`src/hdl/link_quality_score_defines.svh`:
```
// assertion helpers for the rtl
`ifndef LINK_QUALITY_SCORE_DEFINES_SVH
`define LINK_QUALITY_SCORE_DEFINES_SVH

// condition must never hold
`define LQS_ASSERT_NEVER(lbl, cond, msg) \
    lbl: assert property (@(posedge clk) disable iff (!rst_n) !(cond)) else $error(msg);

// same-cycle implication
`define LQS_ASSERT_IMPL(lbl, ante, cons, msg) \
    lbl: assert property (@(posedge clk) disable iff (!rst_n) (ante) |-> (cons)) else $error(msg);

// next-cycle implication
`define LQS_ASSERT_NEXT(lbl, ante, cons, msg) \
    lbl: assert property (@(posedge clk) disable iff (!rst_n) (ante) |=> (cons)) else $error(msg);

`endif

```
`src/hdl/lqs_pkg.sv`:
```
`default_nettype none

package lqs_pkg;

    localparam int CFG_INDEX_W = 8;
    localparam int CFG_DATA_W  = 16;
    localparam int SNR_W       = 8;
    localparam int RATE_W      = 22;
    localparam int ERR_W       = 17;
    localparam int UTIL_W      = 7;
    localparam int SCORE_W     = 7;
    localparam int Q16_W       = 17;
    localparam int ROOT_W      = 16;
    localparam int RAD_W       = 32;
    localparam int REM_W       = 18;
    localparam int SQRT_STAGES = 8;

    typedef enum logic [CFG_INDEX_W-1:0] {
        CFG_UTIL_BIAS  = 8'd0,
        CFG_UTIL_SLOPE = 8'd1
    } cfg_reg_t;

    localparam logic [Q16_W-1:0] ONE_Q16    = 17'd65536;
    localparam logic [19:0]      RATE_FULL  = 20'd866000;
    localparam logic [21:0]      RATE_FULL2 = 22'd1732000;
    localparam logic [35:0]      RATE_HALF  = 36'd433000;
    // floor(2^48 / 866000)
    localparam logic [28:0]      RATE_RECIP = 29'd325028841;
    localparam logic signed [24:0] ARG_LIMIT = 25'sd12800;
    // ceil(2^20 / 3)
    localparam logic [18:0]      RECIP3     = 19'd349526;
    localparam logic [8:0]       SCORE_MAX  = 9'd100;
    localparam logic [40:0]      ROUND_HALF = 41'h0080000000;
    localparam logic signed [SNR_W-1:0] SNR_FULL = 8'sd40;
    localparam logic [5:0]       SIG_KMAX   = 6'd12;

    typedef struct packed {
        logic [REM_W-1:0]  rem;
        logic [ROOT_W-1:0] root;
    } sqrt_acc_t;

    // round(snr * 65536 / 40) for snr in 1..39
    function automatic logic [Q16_W-1:0] snr_norm(input logic [5:0] s);
        logic [Q16_W-1:0] v;
        case (s)
            6'd1:  v = 17'd1638;
            6'd2:  v = 17'd3277;
            6'd3:  v = 17'd4915;
            6'd4:  v = 17'd6554;
            6'd5:  v = 17'd8192;
            6'd6:  v = 17'd9830;
            6'd7:  v = 17'd11469;
            6'd8:  v = 17'd13107;
            6'd9:  v = 17'd14746;
            6'd10: v = 17'd16384;
            6'd11: v = 17'd18022;
            6'd12: v = 17'd19661;
            6'd13: v = 17'd21299;
            6'd14: v = 17'd22938;
            6'd15: v = 17'd24576;
            6'd16: v = 17'd26214;
            6'd17: v = 17'd27853;
            6'd18: v = 17'd29491;
            6'd19: v = 17'd31130;
            6'd20: v = 17'd32768;
            6'd21: v = 17'd34406;
            6'd22: v = 17'd36045;
            6'd23: v = 17'd37683;
            6'd24: v = 17'd39322;
            6'd25: v = 17'd40960;
            6'd26: v = 17'd42598;
            6'd27: v = 17'd44237;
            6'd28: v = 17'd45875;
            6'd29: v = 17'd47514;
            6'd30: v = 17'd49152;
            6'd31: v = 17'd50790;
            6'd32: v = 17'd52429;
            6'd33: v = 17'd54067;
            6'd34: v = 17'd55706;
            6'd35: v = 17'd57344;
            6'd36: v = 17'd58982;
            6'd37: v = 17'd60621;
            6'd38: v = 17'd62259;
            6'd39: v = 17'd63898;
            default: v = 17'd0;
        endcase
        return v;
    endfunction

    // round(65536 * sigmoid(k))
    function automatic logic [Q16_W-1:0] sig_point(input logic [3:0] k);
        logic [Q16_W-1:0] v;
        case (k)
            4'd0:  v = 17'd32768;
            4'd1:  v = 17'd47911;
            4'd2:  v = 17'd57724;
            4'd3:  v = 17'd62428;
            4'd4:  v = 17'd64357;
            4'd5:  v = 17'd65097;
            4'd6:  v = 17'd65374;
            4'd7:  v = 17'd65476;
            4'd8:  v = 17'd65514;
            4'd9:  v = 17'd65528;
            4'd10: v = 17'd65533;
            4'd11: v = 17'd65535;
            default: v = 17'd65536;
        endcase
        return v;
    endfunction

endpackage

`default_nettype wire

```
`src/hdl/lqs_isqrt.sv`:
```
`default_nettype none

// pipelined restoring square root, two result bits per stage
module lqs_isqrt #(
    parameter int SIDE_W = 18
) (
    input  wire logic                        clk,
    input  wire logic                        rst_n,
    input  wire logic                        en,
    input  wire logic                        in_vld,
    input  wire logic [lqs_pkg::RAD_W-1:0]   radicand,
    input  wire logic [SIDE_W-1:0]           side_in,
    output logic                             out_vld,
    output logic [lqs_pkg::ROOT_W-1:0]       root,
    output logic [SIDE_W-1:0]                side_out
);

    localparam int NS = lqs_pkg::SQRT_STAGES;

    function automatic lqs_pkg::sqrt_acc_t sqrt_step(input lqs_pkg::sqrt_acc_t acc,
                                                     input logic [1:0] pair);
        logic [lqs_pkg::REM_W:0] rem_sh;
        logic [lqs_pkg::REM_W:0] trial;
        lqs_pkg::sqrt_acc_t      res;
        rem_sh = {acc.rem[lqs_pkg::REM_W-2:0], pair};
        trial  = {1'b0, acc.root, 2'b01};
        if (rem_sh >= trial)
        begin
            res.rem  = lqs_pkg::REM_W'(rem_sh - trial);
            res.root = {acc.root[lqs_pkg::ROOT_W-2:0], 1'b1};
        end
        else
        begin
            res.rem  = rem_sh[lqs_pkg::REM_W-1:0];
            res.root = {acc.root[lqs_pkg::ROOT_W-2:0], 1'b0};
        end
        return res;
    endfunction

    lqs_pkg::sqrt_acc_t          acc_reg  [NS];
    logic [lqs_pkg::RAD_W-1:0]   rad_reg  [NS];
    logic [SIDE_W-1:0]           side_reg [NS];
    logic                        vld_reg  [NS];

    for (genvar s = 0; s < NS; s++)
    begin : g_stage
        lqs_pkg::sqrt_acc_t        acc_in;
        lqs_pkg::sqrt_acc_t        acc_mid;
        lqs_pkg::sqrt_acc_t        acc_next;
        logic [lqs_pkg::RAD_W-1:0] rad_in;
        logic [SIDE_W-1:0]         side_in_s;
        logic                      vld_in;

        if (s == 0)
        begin : g_first
            assign acc_in    = '0;
            assign rad_in    = radicand;
            assign side_in_s = side_in;
            assign vld_in    = in_vld;
        end
        else
        begin : g_rest
            assign acc_in    = acc_reg[s-1];
            assign rad_in    = rad_reg[s-1];
            assign side_in_s = side_reg[s-1];
            assign vld_in    = vld_reg[s-1];
        end

        always_comb
        begin
            acc_mid  = sqrt_step(acc_in, rad_in[lqs_pkg::RAD_W-1 -: 2]);
            acc_next = sqrt_step(acc_mid, rad_in[lqs_pkg::RAD_W-3 -: 2]);
        end

        always_ff @(posedge clk or negedge rst_n)
        begin
            if (!rst_n)
            begin
                vld_reg[s] <= 1'b0;
            end
            else if (en)
            begin
                vld_reg[s] <= vld_in;
            end
        end

        always_ff @(posedge clk)
        begin
            if (en)
            begin
                acc_reg[s]  <= acc_next;
                rad_reg[s]  <= {rad_in[lqs_pkg::RAD_W-5:0], 4'b0};
                side_reg[s] <= side_in_s;
            end
        end
    end

    assign out_vld  = vld_reg[NS-1];
    assign root     = acc_reg[NS-1].root;
    assign side_out = side_reg[NS-1];

endmodule

`default_nettype wire

```
`config.mk`:
```
export PLATFORM = sky130hd
export DESIGN_NAME = lqs_isqrt
export DESIGN_NICKNAME = d
export VERILOG_FILES = /design/src/hdl/link_quality_score_defines.svh /design/src/hdl/lqs_pkg.sv /design/src/hdl/lqs_isqrt.sv
export SDC_FILE = /design/constraint.sdc
export NUM_CORES = 1
export LEC_CHECK = 0
export ABC_AREA = 1
export BUFFER_PORTS_ARGS = -buffer_cell sky130_fd_sc_hd__buf_2
export CAP_MARGIN = 20
export CORE_ASPECT_RATIO = 0.6
export CORE_MARGIN = 1.5
export CORE_UTILIZATION = 45
export DETAILED_ROUTE_END_ITERATION = 6
export GPL_TIMING_DRIVEN = 1
export PLACE_DENSITY = 0.59
export RECOVER_POWER = 100
export SLEW_MARGIN = 0
export SYNTH_ARGS = -nofsm -noshare
export SYNTH_HDL_FRONTEND = slang
export SYNTH_SLANG_ARGS = --single-unit
```
`constraint.sdc`:
```
create_clock -name clk -period 11.25 [get_ports clk]
set_input_delay 0.5625 -clock clk [delete_from_list [all_inputs] [get_ports clk]]
set_output_delay 0.5625 -clock clk [all_outputs]
set_load 0.005 [all_outputs]
```
==> flow_metrics.tcl, run 1 <==
set metrics [dict create \
    worst_pin_slew_ns 4.13 \
    holdWs_ns 0.155 \
    hp-class "input port to flip-flop" \
    finalCritPeriodShare_pct 64.4 \
    post_dp_cell_area_um2 26400 \
    crit_path_end_kind "flip-flop" \
    final_layout_size_suffix_gt1_share_pct 6.48 \
    cts_tree "built" \
    pin_count 89 \
    fin_util_pct 49.7 \
    setup_viol 0 \
    final_cell_mix "nand2_1, edfxtp_1, inv_1" \
    ys_types 53 \
    grt-ovfl-total 0 \
    syn-instance-count 2738 \
    ys_ff_latch 448 \
    synthFlopType "edfxtp_1" \
    vias_per_cell 5.18 \
    clk_latency_ns 0.59 \
    num_rows 67 \
    maxSlewViolCount 228 \
    synth.avg_cell_area_um2 9.23 \
    dieArea_um2 57600 \
    worstPathMaxFanout 80 \
    p_sw_mw 2.05 \
    synth_edf_count 440 \
    worstSetupPathType "input port to flip-flop" \
    start_kind "input port" \
    clk_pin_slew_ns 0.06 \
    core_area_um2 55700 \
    setup_slack_ns 4.01 \
    die_w_um 309 \
    final_area_um2 27700 \
    wire_per_inst_um 16.8 \
    syn_to_final_growth_pct 9.53 \
    power.leakage_nw 12.0 \
    diodes 0 \
    nFillCells 5268 \
    fmaxAchievable_mhz 138 \
    seq_power_share_pct 40.0 \
    status "complete, but fails checks" \
    drcViolationCount 0 \
    min_period_ns 7.24 \
    multi_input_area_um2 10100 \
    irDropWorstVdd_v 0.000107 \
    seqCellArea_um2 13400 \
    p_per_area_nw_per_um2 203 \
    ff2ff_path_depth 21 \
    largest_reg_flops 184 \
    clockRootBuffer "clkbuf_16" \
    grt_setup_unrepaired "false" \
    port_buffers 88 \
    netlist_area_um2 25300 \
    cts_made_buffers 44 \
    clockPowerShare_pct 25.8 \
    ant_nets 0 \
    rrSetupSlack_ns 4.64 \
    dpl_worst_slack_ns 5.90 \
    post_cts_resized 0 \
    grt_start_max_net_pins 182 \
    finalSetupTns_ns 0 \
    min_path_cells 1 \
    cp.arrival_ns 7.44 \
    hold_start "radicand[7]" \
    r2r-start "acc_reg[0][105]" \
    final-hold-violation-count 0 \
    worstHoldEndpoint "rad_reg[0][7]" \
    power_frac_comb_pct 34.3 \
    layout_commonest_cell "nand2_1" \
    grt_pass1_vias 16755 \
    dr_total_vias 18790 \
    violations "capacitance limit, slew limit" \
    ys_seq_area_share_pct 53.1 \
    cp.required_ns 11.45 \
    internal-power_mw 3.57 \
    initial_core_util_pct 45.4 \
    relSlewSlack_pct -176 \
    wirelength_mm 60.9 \
    maxCapViolations 4 \
    dr.pass1.iters 6 \
    async_flop_share_pct 1.79 \
    clkSinkCount 448 \
    skew_ns 0.0206 \
    nNetsFinal 3040 \
    ys_warn_count 0 \
    cts.path.max_buffers 3 \
    dp.final_hpwl_mm 46.6 \
    antenna_found_initial 1 \
    sw_frac_of_total_pct 36.4 \
    cts_max_level 2 \
    grt_pass1_wl_mm 94.0 \
    routabilityCongestion 0.960 \
    die_h_um 187 \
    r2r_end "acc_reg[1][16]" \
    first_iter_violations 1877 \
    track_usage_pct 20.9 \
]
## repair_timing
action | 4_1_cts | 5_1_grt
setup buffers | 0 | 0
hold endpoints to repair | 8 | 0
hold buffers | 1 | 0
## cell families (layout without fill, tap and decap cells)
kind of cell	Yosys count	count (layout)	synth area share [%]
AND/OR/NAND/NOR	1296	1296	22.1
flip-flops	448	448	53.1
buffers and inverters	414	545	6.74
AO/OA/AOI/OAI	321	321	6.98
adder cells (fa/ha/maj)	148	148	7.33
XOR/XNOR	110	110	3.81
other	1	2	0.0148
## area by class of cell
type	instances	share of cell area, %
clock inverter	27	0.972
multi-input combinational	1877	36.4
sequential	448	48.4
clock buffer	51	4.07
timing repair buffer	93	1.64
inverter	374	5.08
tap	759	3.43
## power groups by stage
stage          Clock (mW)  Sequential, mW  Combinational, mW
6_report             1.45            2.24               1.92
5_1_grt              1.55            2.26               2.17
4_1_cts              1.50            2.24               1.91
3_5_place_dp            0            2.27               1.89
3_3_place_gp            0            2.27               1.88
2_1_floorplan           0            2.21               1.41
## how the worst max path moves through the flow
| stage | from | endpoint | slack (ns) | cells past startpoint |
|---|---|---|---|---|
| after floorplan | acc_reg[1][56] | acc_reg[1][89] | 7.52 | 26 |
| after global placement | acc_reg[1][45] | acc_reg[1][85] | 5.88 | 19 |
| after detailed placement | acc_reg[1][45] | acc_reg[1][85] | 5.90 | 19 |
| after CTS | acc_reg[1][45] | acc_reg[1][85] | 5.88 | 19 |
| after global routing | en | side_reg[0][17] | 3.18 | 3 |
| final | en | side_reg[0][37] | 4.01 | 3 |
## routing by layer
metal | share of wire, % | global-route usage [%] | vias to the layer above
met1 | 55 | 36.6 | 8712
met4 | 1.6 | 4.36 | 0
met3 | 7.9 | 3.98 | 64
met2 | 35 | 25.4 | 649
met5 | 0 | 0 | -
li1 | - | - | 9365
## synthesized netlist by cell type (2+ instances only)
library cell,count,area share [%]
nand2_1,725,11
edfxtp_1,440,52
inv_1,358,5.3
nor2_1,231,3.4
nand3_1,173,3.4
ha_1,148,7.3
a21oi_1,119,2.4
o21ai_0,119,2.4
xor2_1,58,2.0
xnor2_1,52,1.8
nand4_1,41,1.0
nor3_1,35,0.69
o21ai_1,25,0.50
buf_4,20,0.59
nand2_2,18,0.45
nor2_2,15,0.37
nand3b_1,14,0.42
inv_2,13,0.19
o21bai_1,10,0.30
buf_6,9,0.40
a21o_1,8,0.24
dfrtp_1,8,0.79
nand3_2,8,0.32
clkbuf_1,7,0.10
o21ai_2,7,0.24
or2_2,7,0.17
a31oi_1,6,0.15
and2_1,6,0.15
a21boi_0,5,0.15
nor4_1,5,0.12
o21a_1,5,0.15
nand2_4,4,0.18
nor3_2,4,0.16
a211oi_1,3,0.089
a21oi_2,3,0.10
and3_1,3,0.074
buf_2,3,0.059
nor2_4,3,0.13
o31ai_1,3,0.089
a31o_2,2,0.069
clkinv_1,2,0.030
o211ai_1,2,0.059
## worst max-delay path: stages
cell and delay, ns:
clkbuf_1 2.85, clkbuf_1 2.80, buf_4 1.08
## per-stage QoR
step	cells	power, mW
after floorplan	2739	3.62
after global placement	3550	4.15
after detailed placement	3550	4.17
after CTS	3629	5.64
after global routing	3629	5.98
final	3629	5.61
No activity file was read; power rests on OpenSTA's default activity.
==> inputs of run 2 (changes only) <==
==> constraint.sdc (replaced) <==
create_clock -name clk -period 7.1 [get_ports clk]
set_input_delay 0.355 -clock clk [delete_from_list [all_inputs] [get_ports clk]]
set_output_delay 0.355 -clock clk [all_outputs]
set_load 0.005 [all_outputs]
==> flow_metrics.tcl, run 2 (synthesis results as in run 1) <==
set metrics [dict create \
    crit_slowest_cell "o21ai_0" \
    p_per_area_nw_per_um2 320 \
    grt_pass1_vias 16917 \
    seqCellArea_um2 13400 \
    crit_buf_inv 3 \
    vias_per_cell 5.14 \
    clk_pin_slew_ns 0.06 \
    skew_ns 0.0523 \
    cts_tree "built" \
    maxSlewViolCount 101 \
    relSlewSlack_pct -264 \
    cts_made_buffers 45 \
    rrSetupSlack_ns 1.25 \
    clockRootBuffer "clkbuf_16" \
    pin_count 89 \
    setup_viol 0 \
    grt_pass1_wl_mm 94.7 \
    violations "capacitance limit, slew limit" \
    grt-ovfl-total 0 \
    clkSinkCount 448 \
    p_sw_mw 3.30 \
    dpl_worst_slack_ns 1.77 \
    crit_family "simple AND/OR/NAND/NOR gates" \
    setup_slack_ns 1.25 \
    first_iter_violations 1946 \
    finalSetupTns_ns 0 \
    power_frac_comb_pct 34.0 \
    die_w_um 309 \
    fmaxAchievable_mhz 171 \
    num_rows 67 \
    cts_max_level 2 \
    sw_frac_of_total_pct 36.5 \
    cts.path.max_buffers 3 \
    final_area_um2 28300 \
    grt_setup_unrepaired "false" \
    maxCapViolations 1 \
    cp.arrival_ns 6.17 \
    wire_per_inst_um 16.6 \
    crit_chain "inv_1, ha_1, nand2_1, nor3_1, nand2_1, nor2_1, nor2_1, nand2_1, clkinv_1, o21ai_0, ha_1, nand2_1, nor2_1, nand4_1, nand3b_1, a21boi_0, nor2_1, nand2_1, inv_2, nand2_1, o21ai_0" \
    min_period_ns 5.85 \
    port_buffers 88 \
    worstSetupPathType "flip-flop to flip-flop" \
    start_kind "flip-flop" \
    post_dp_cell_area_um2 26400 \
    ant_nets 0 \
    cp.required_ns 7.43 \
    irDropWorstVdd_v 0.000189 \
    max_stage_delay_ns 0.70 \
    fin_util_pct 50.8 \
    path_common_cell "nand2_1" \
    dieArea_um2 57600 \
    dp.final_hpwl_mm 46.4 \
    diodes 0 \
    track_usage_pct 21.0 \
    multi_input_area_um2 10100 \
    final-hold-violation-count 0 \
    layout_commonest_cell "nand2_1" \
    worst_pin_slew_ns 5.47 \
    clk_latency_ns 0.61 \
    dr_total_vias 18899 \
    initial_core_util_pct 45.4 \
    grt_start_max_net_pins 187 \
    largest_reg_flops 184 \
    internal-power_mw 5.74 \
    syn_to_final_growth_pct 11.9 \
    final_layout_size_suffix_gt1_share_pct 6.37 \
    worstPathMaxFanout 19 \
    nFillCells 5128 \
    final_cell_mix "nand2_1, edfxtp_1, inv_1" \
    antenna_found_initial 0 \
    power.leakage_nw 12.2 \
    nNetsFinal 3086 \
    hp-class "input port to flip-flop" \
    crit_path_end_kind "flip-flop" \
    die_h_um 187 \
    dr.pass1.iters 5 \
    p_total_mw 9.04 \
    drcViolationCount 0 \
    finalCritPeriodShare_pct 82.3 \
    routabilityCongestion 0.948 \
    clockPowerShare_pct 26.8 \
    seq_power_share_pct 39.2 \
    wirelength_mm 60.9 \
    core_area_um2 55700 \
    status "complete, but fails checks" \
]
==> run 2: cell types whose count changed in the layout (fill, tap and decap cells not counted), moves of 2 or more <==
cell and delta:
clkinv_16 +2, clkinv_2 -5, clkinv_1 +5, clkinv_8 -3, clkinvlp_4 -4, buf_2 -4
dlygate4sd3_1 +47, clkbuf_8 +3, inv_6 +2, clkinv_4 +5
==> run 2: metrics by stage <==
stage,hold WS (ns),std cells
2_1_floorplan,0.0594,2739
3_3_place_gp,0.198,3548
3_5_place_dp,0.205,3548
4_1_cts,0.0545,3679
5_1_grt,0.0853,3679
6_report,0.104,3679
==> run 2: cell type report <==
cell class / instances / area share [%]
Timing Repair Buffer: 138 / 3.27
Clock inverter: 30 / 1.15
Multi-Input combinational cell: 1877 / 35.6
Tap cell: 759 / 3.36
Inverter: 374 / 4.97
Sequential cell: 448 / 47.4
Clock buffer: 53 / 4.19
==> run 2: routing by layer <==
metal | routed length, µm | GRT usage, % | share of wire [%]
met1 | 32900 | 36.6 | 54
met4 | 824 | 4.00 | 1.4
met5 | 0 | 0 | 0
met3 | 5330 | 4.36 | 8.7
met2 | 21900 | 25.6 | 36
==> run 2: worst register-to-register path, cell delays in order (launching register included) <==
cell and delay, ns:
edfxtp_1 0.53, inv_1 0.15, ha_1 0.36, nand2_1 0.10
nor3_1 0.30, nand2_1 0.08, nor2_1 0.13, nor2_1 0.12
nand2_1 0.44, clkinv_1 0.57, o21ai_0 0.70, ha_1 0.33
nand2_1 0.13, nor2_1 0.16, nand4_1 0.09, nand3b_1 0.20
a21boi_0 0.18, nor2_1 0.07, nand2_1 0.44, inv_2 0.27
nand2_1 0.11, o21ai_0 0.11
==> run 2: what timing repair did <==
action | in CTS | in global routing
setup endpoints to repair | 0 | 0
hold endpoints to repair | 55 | 0
hold buffers | 48 | 0
buffers inserted | 0 | 0
resized for setup | 0 | 0
==> run 2: power by group through the flow <==
stage	Combinational [mW]	Sequential [mW]	Clock [mW]
3_5_place_dp	3.01	3.59	0
6_report	3.07	3.55	2.43
2_1_floorplan	2.24	3.50	0
3_3_place_gp	2.98	3.59	0
5_1_grt	3.47	3.58	2.60
4_1_cts	3.05	3.54	2.51
==> run 2: path summary, 6_finish.rpt <==
path | from | endpoint | cells after the start
worst min register to register | rad_reg[0][18] | rad_reg[1][22] | 0
max in group asynchronous | rst_n | g_stage[6].vld_in | 2
min in group asynchronous | rst_n | out_vld | 2
worst max-delay path | acc_reg[1][45] | acc_reg[1][89] | 21
worst max register to register | acc_reg[1][45] | acc_reg[1][89] | 21
worst min-delay path | radicand[29] | acc_reg[0][17] | 3
==> inputs of run 3 (changes only) <==
--- a/config.mk
+++ b/config.mk
@@ -5,7 +5,7 @@
 export SDC_FILE = /design/constraint.sdc
 export NUM_CORES = 1
 export LEC_CHECK = 0
-export ABC_AREA = 1
+export ABC_AREA = 0
 export BUFFER_PORTS_ARGS = -buffer_cell sky130_fd_sc_hd__buf_2
 export CAP_MARGIN = 20
 export CORE_ASPECT_RATIO = 0.6
@@ -13,7 +13,7 @@
 export CORE_UTILIZATION = 45
 export DETAILED_ROUTE_END_ITERATION = 6
 export GPL_TIMING_DRIVEN = 1
-export PLACE_DENSITY = 0.59
+export PLACE_DENSITY = 0.61
 export RECOVER_POWER = 100
 export SLEW_MARGIN = 0
 export SYNTH_ARGS = -nofsm -noshare
==> constraint.sdc (replaced) <==
create_clock -name clk -period 5.3 [get_ports clk]
set_input_delay 0.265 -clock clk [delete_from_list [all_inputs] [get_ports clk]]
set_output_delay 0.265 -clock clk [all_outputs]
set_load 0.005 [all_outputs]
==> flow_metrics.tcl, run 3 <==
set metrics [dict create \
    multi_input_area_um2 9400 \
    internal-power_mw 8.05 \
    clockRootBuffer "clkbuf_16" \
    layout_commonest_cell "edfxtp_1" \
    ff2ff_path_depth 18 \
    wirelength_mm 53.1 \
    crit_chain "inv_1, ha_1, nand4_1, o21bai_1, a21oi_2, o21ai_0, nand2_1, buf_4, clkinvlp_4, buf_4, o21ai_0, ha_1, a211o_1, a211o_1, nor4_4, buf_12, mux2i_1, a21oi_1" \
    cp.required_ns 5.58 \
    clk_latency_ns 0.57 \
    ant_nets 0 \
    maxCapViolations 4 \
    max_stage_delay_ns 0.46 \
    finalSetupTns_ns 0 \
    final_cell_mix "edfxtp_1, nor2_1, ha_1" \
    fmaxAchievable_mhz 196 \
    crit_slowest_cell "edfxtp_1" \
    synth_top_cell_area_share_pct 56.3 \
    async_flop_share_pct 1.79 \
    cp_num_cells 18 \
    track_usage_pct 19.4 \
    syn_to_final_growth_pct 15.7 \
    grt-ovfl-total 0 \
    netlist_area_um2 23500 \
    sw_frac_of_total_pct 32.2 \
    min_period_ns 5.11 \
    r2r-start "acc_reg[1][4]" \
    ys_types 93 \
    diodes 0 \
    worst_pin_slew_ns 3.10 \
    clk_pin_slew_ns 0.06 \
    clockPowerShare_pct 27.5 \
    crit_family "compound AO/OA/AOI/OAI gates" \
    cts.path.max_buffers 3 \
    dp.final_hpwl_mm 39.7 \
    clkSinkCount 448 \
    power.leakage_nw 10.6 \
    final-hold-violation-count 0 \
    ys_seq_area_share_pct 57.2 \
    cts_made_buffers 45 \
    largest_reg_flops 184 \
    violations "capacitance limit, slew limit" \
    synth_most_common_cell "edfxtp_1" \
    core_area_um2 51200 \
    irDropWorstVdd_v 0.000212 \
    p_per_area_nw_per_um2 437 \
    status "complete, but fails checks" \
    vias_per_cell 5.52 \
    final_layout_size_suffix_gt1_share_pct 13.3 \
    nFillCells 4409 \
    antenna_found_initial 1 \
    grt_start_max_net_pins 127 \
    crit_buf_inv 5 \
    initial_core_util_pct 45.8 \
    seq_power_share_pct 40.7 \
    grt_pass1_wl_mm 82.3 \
    final_area_um2 27100 \
    cts_max_level 2 \
    crit_path_end_kind "flip-flop" \
    endpoint "acc_reg[1][60]" \
    die_w_um 298 \
    grt_pass1_vias 14444 \
    worstPathMaxFanout 23 \
    post_dp_cell_area_um2 25100 \
    r2r_end "acc_reg[1][60]" \
    relSlewSlack_pct -107 \
    routabilityCongestion 0.957 \
    skew_ns 0.0267 \
    dieArea_um2 53600 \
    synth_top_area_cell "edfxtp_1" \
    synth.avg_cell_area_um2 12.0 \
    wire_per_inst_um 18.3 \
    fin_util_pct 53.0 \
    setup_viol 0 \
    cts_tree "built" \
    first_iter_violations 1455 \
    startpoint "acc_reg[1][4]" \
    cp.arrival_ns 5.39 \
    power_frac_comb_pct 31.8 \
    synthFlopType "edfxtp_1" \
    port_buffers 88 \
    dr_total_vias 15966 \
    p_sw_mw 3.82 \
    die_h_um 180 \
    seqCellArea_um2 13400 \
    syn-instance-count 1959 \
    finalCritPeriodShare_pct 96.5 \
    num_rows 64 \
    pin_count 89 \
    synth_common_cells "edfxtp_1, ha_1, nor2_1" \
    dr.pass1.iters 5 \
    synth_edf_count 440 \
    start_kind "flip-flop" \
    ys_warn_count 0 \
    hp-class "input port to flip-flop" \
    rrSetupSlack_ns 0.19 \
    maxSlewViolCount 408 \
    nNetsFinal 2370 \
    worstSetupPathType "flip-flop to flip-flop" \
    drcViolationCount 0 \
    yosys-top-cells-area "edfxtp_1, ha_1, xnor2_1" \
    ys_ff_latch 448 \
]
-- run 3: metal layers --
layer	routed length [µm]	global-route usage (%)	share of wire (%)
met1	28800	33.9	54
met2	18400	22.7	35
met3	5180	5.41	9.8
met4	743	3.51	1.4
met5	0	0	0
-- run 3: kinds of logic (layout without fill, tap and decap cells) --
group,count (synthesis),count (layout),share of synthesized area (%)
mux,44,44,2.04
other cells,1,2,0.0160
simple gates,565,565,12.4
buf+inv,173,415,3.12
fa+ha+maj,148,148,7.89
xor+xnor,138,138,5.15
flops,448,448,57.2
compound gates,442,442,12.3
-- run 3: how the worst min path moves through the flow --
stage	cells past startpoint	to	slack (ns)	start
2_1_floorplan	0	g_stage[1].vld_in	-0.03	rst_n
3_3_place_gp	1	g_stage[1].vld_in	0.11	rst_n
3_5_place_dp	1	g_stage[2].vld_in	0.12	rst_n
4_1_cts	2	g_stage[2].vld_in	0.04	rst_n
5_1_grt	2	acc_reg[0][19]	0.08	radicand[28]
6_report	2	acc_reg[0][19]	0.09	radicand[28]
-- run 3: stage by stage --
stage          instances  setup slack, ns  power (mW)  hold WS, ns
2_1_floorplan       1960            0.371        7.36      -0.0306
3_3_place_gp        2761          -0.0710        8.47        0.107
3_5_place_dp        2761           -0.113        8.52        0.116
4_1_cts             2891           0.0117        11.9       0.0445
5_1_grt             2895         -0.00264        12.5       0.0808
6_report            2895            0.188        11.9       0.0870
-- run 3: final cells by class --
class,count,area share (%)
Sequential cell,448,49.4
Multi-Input combinational cell,1339,34.6
Timing Repair Buffer,213,5.49
Clock buffer,53,4.42
Tap cell,693,3.19
Inverter,121,1.70
Clock inverter,28,1.16
-- run 3: timing repair --
action                                  CTS  global route
endpoints found under the hold margin    56             0
pin swaps                                 0             2
setup buffers                             0             4
hold buffers                             49             0
resized for setup                         3            25
endpoints found under the setup margin   11            59
-- run 3: power by group through the flow --
| stage | clock network, mW | logic [mW] | registers, mW |
|---|---|---|---|
| final | 3.27 | 3.77 | 4.83 |
| after global routing | 3.52 | 4.15 | 4.88 |
| after CTS | 3.38 | 3.70 | 4.81 |
| after detailed placement | 0 | 3.64 | 4.88 |
| after global placement | 0 | 3.60 | 4.87 |
| after floorplan | 0 | 2.64 | 4.72 |
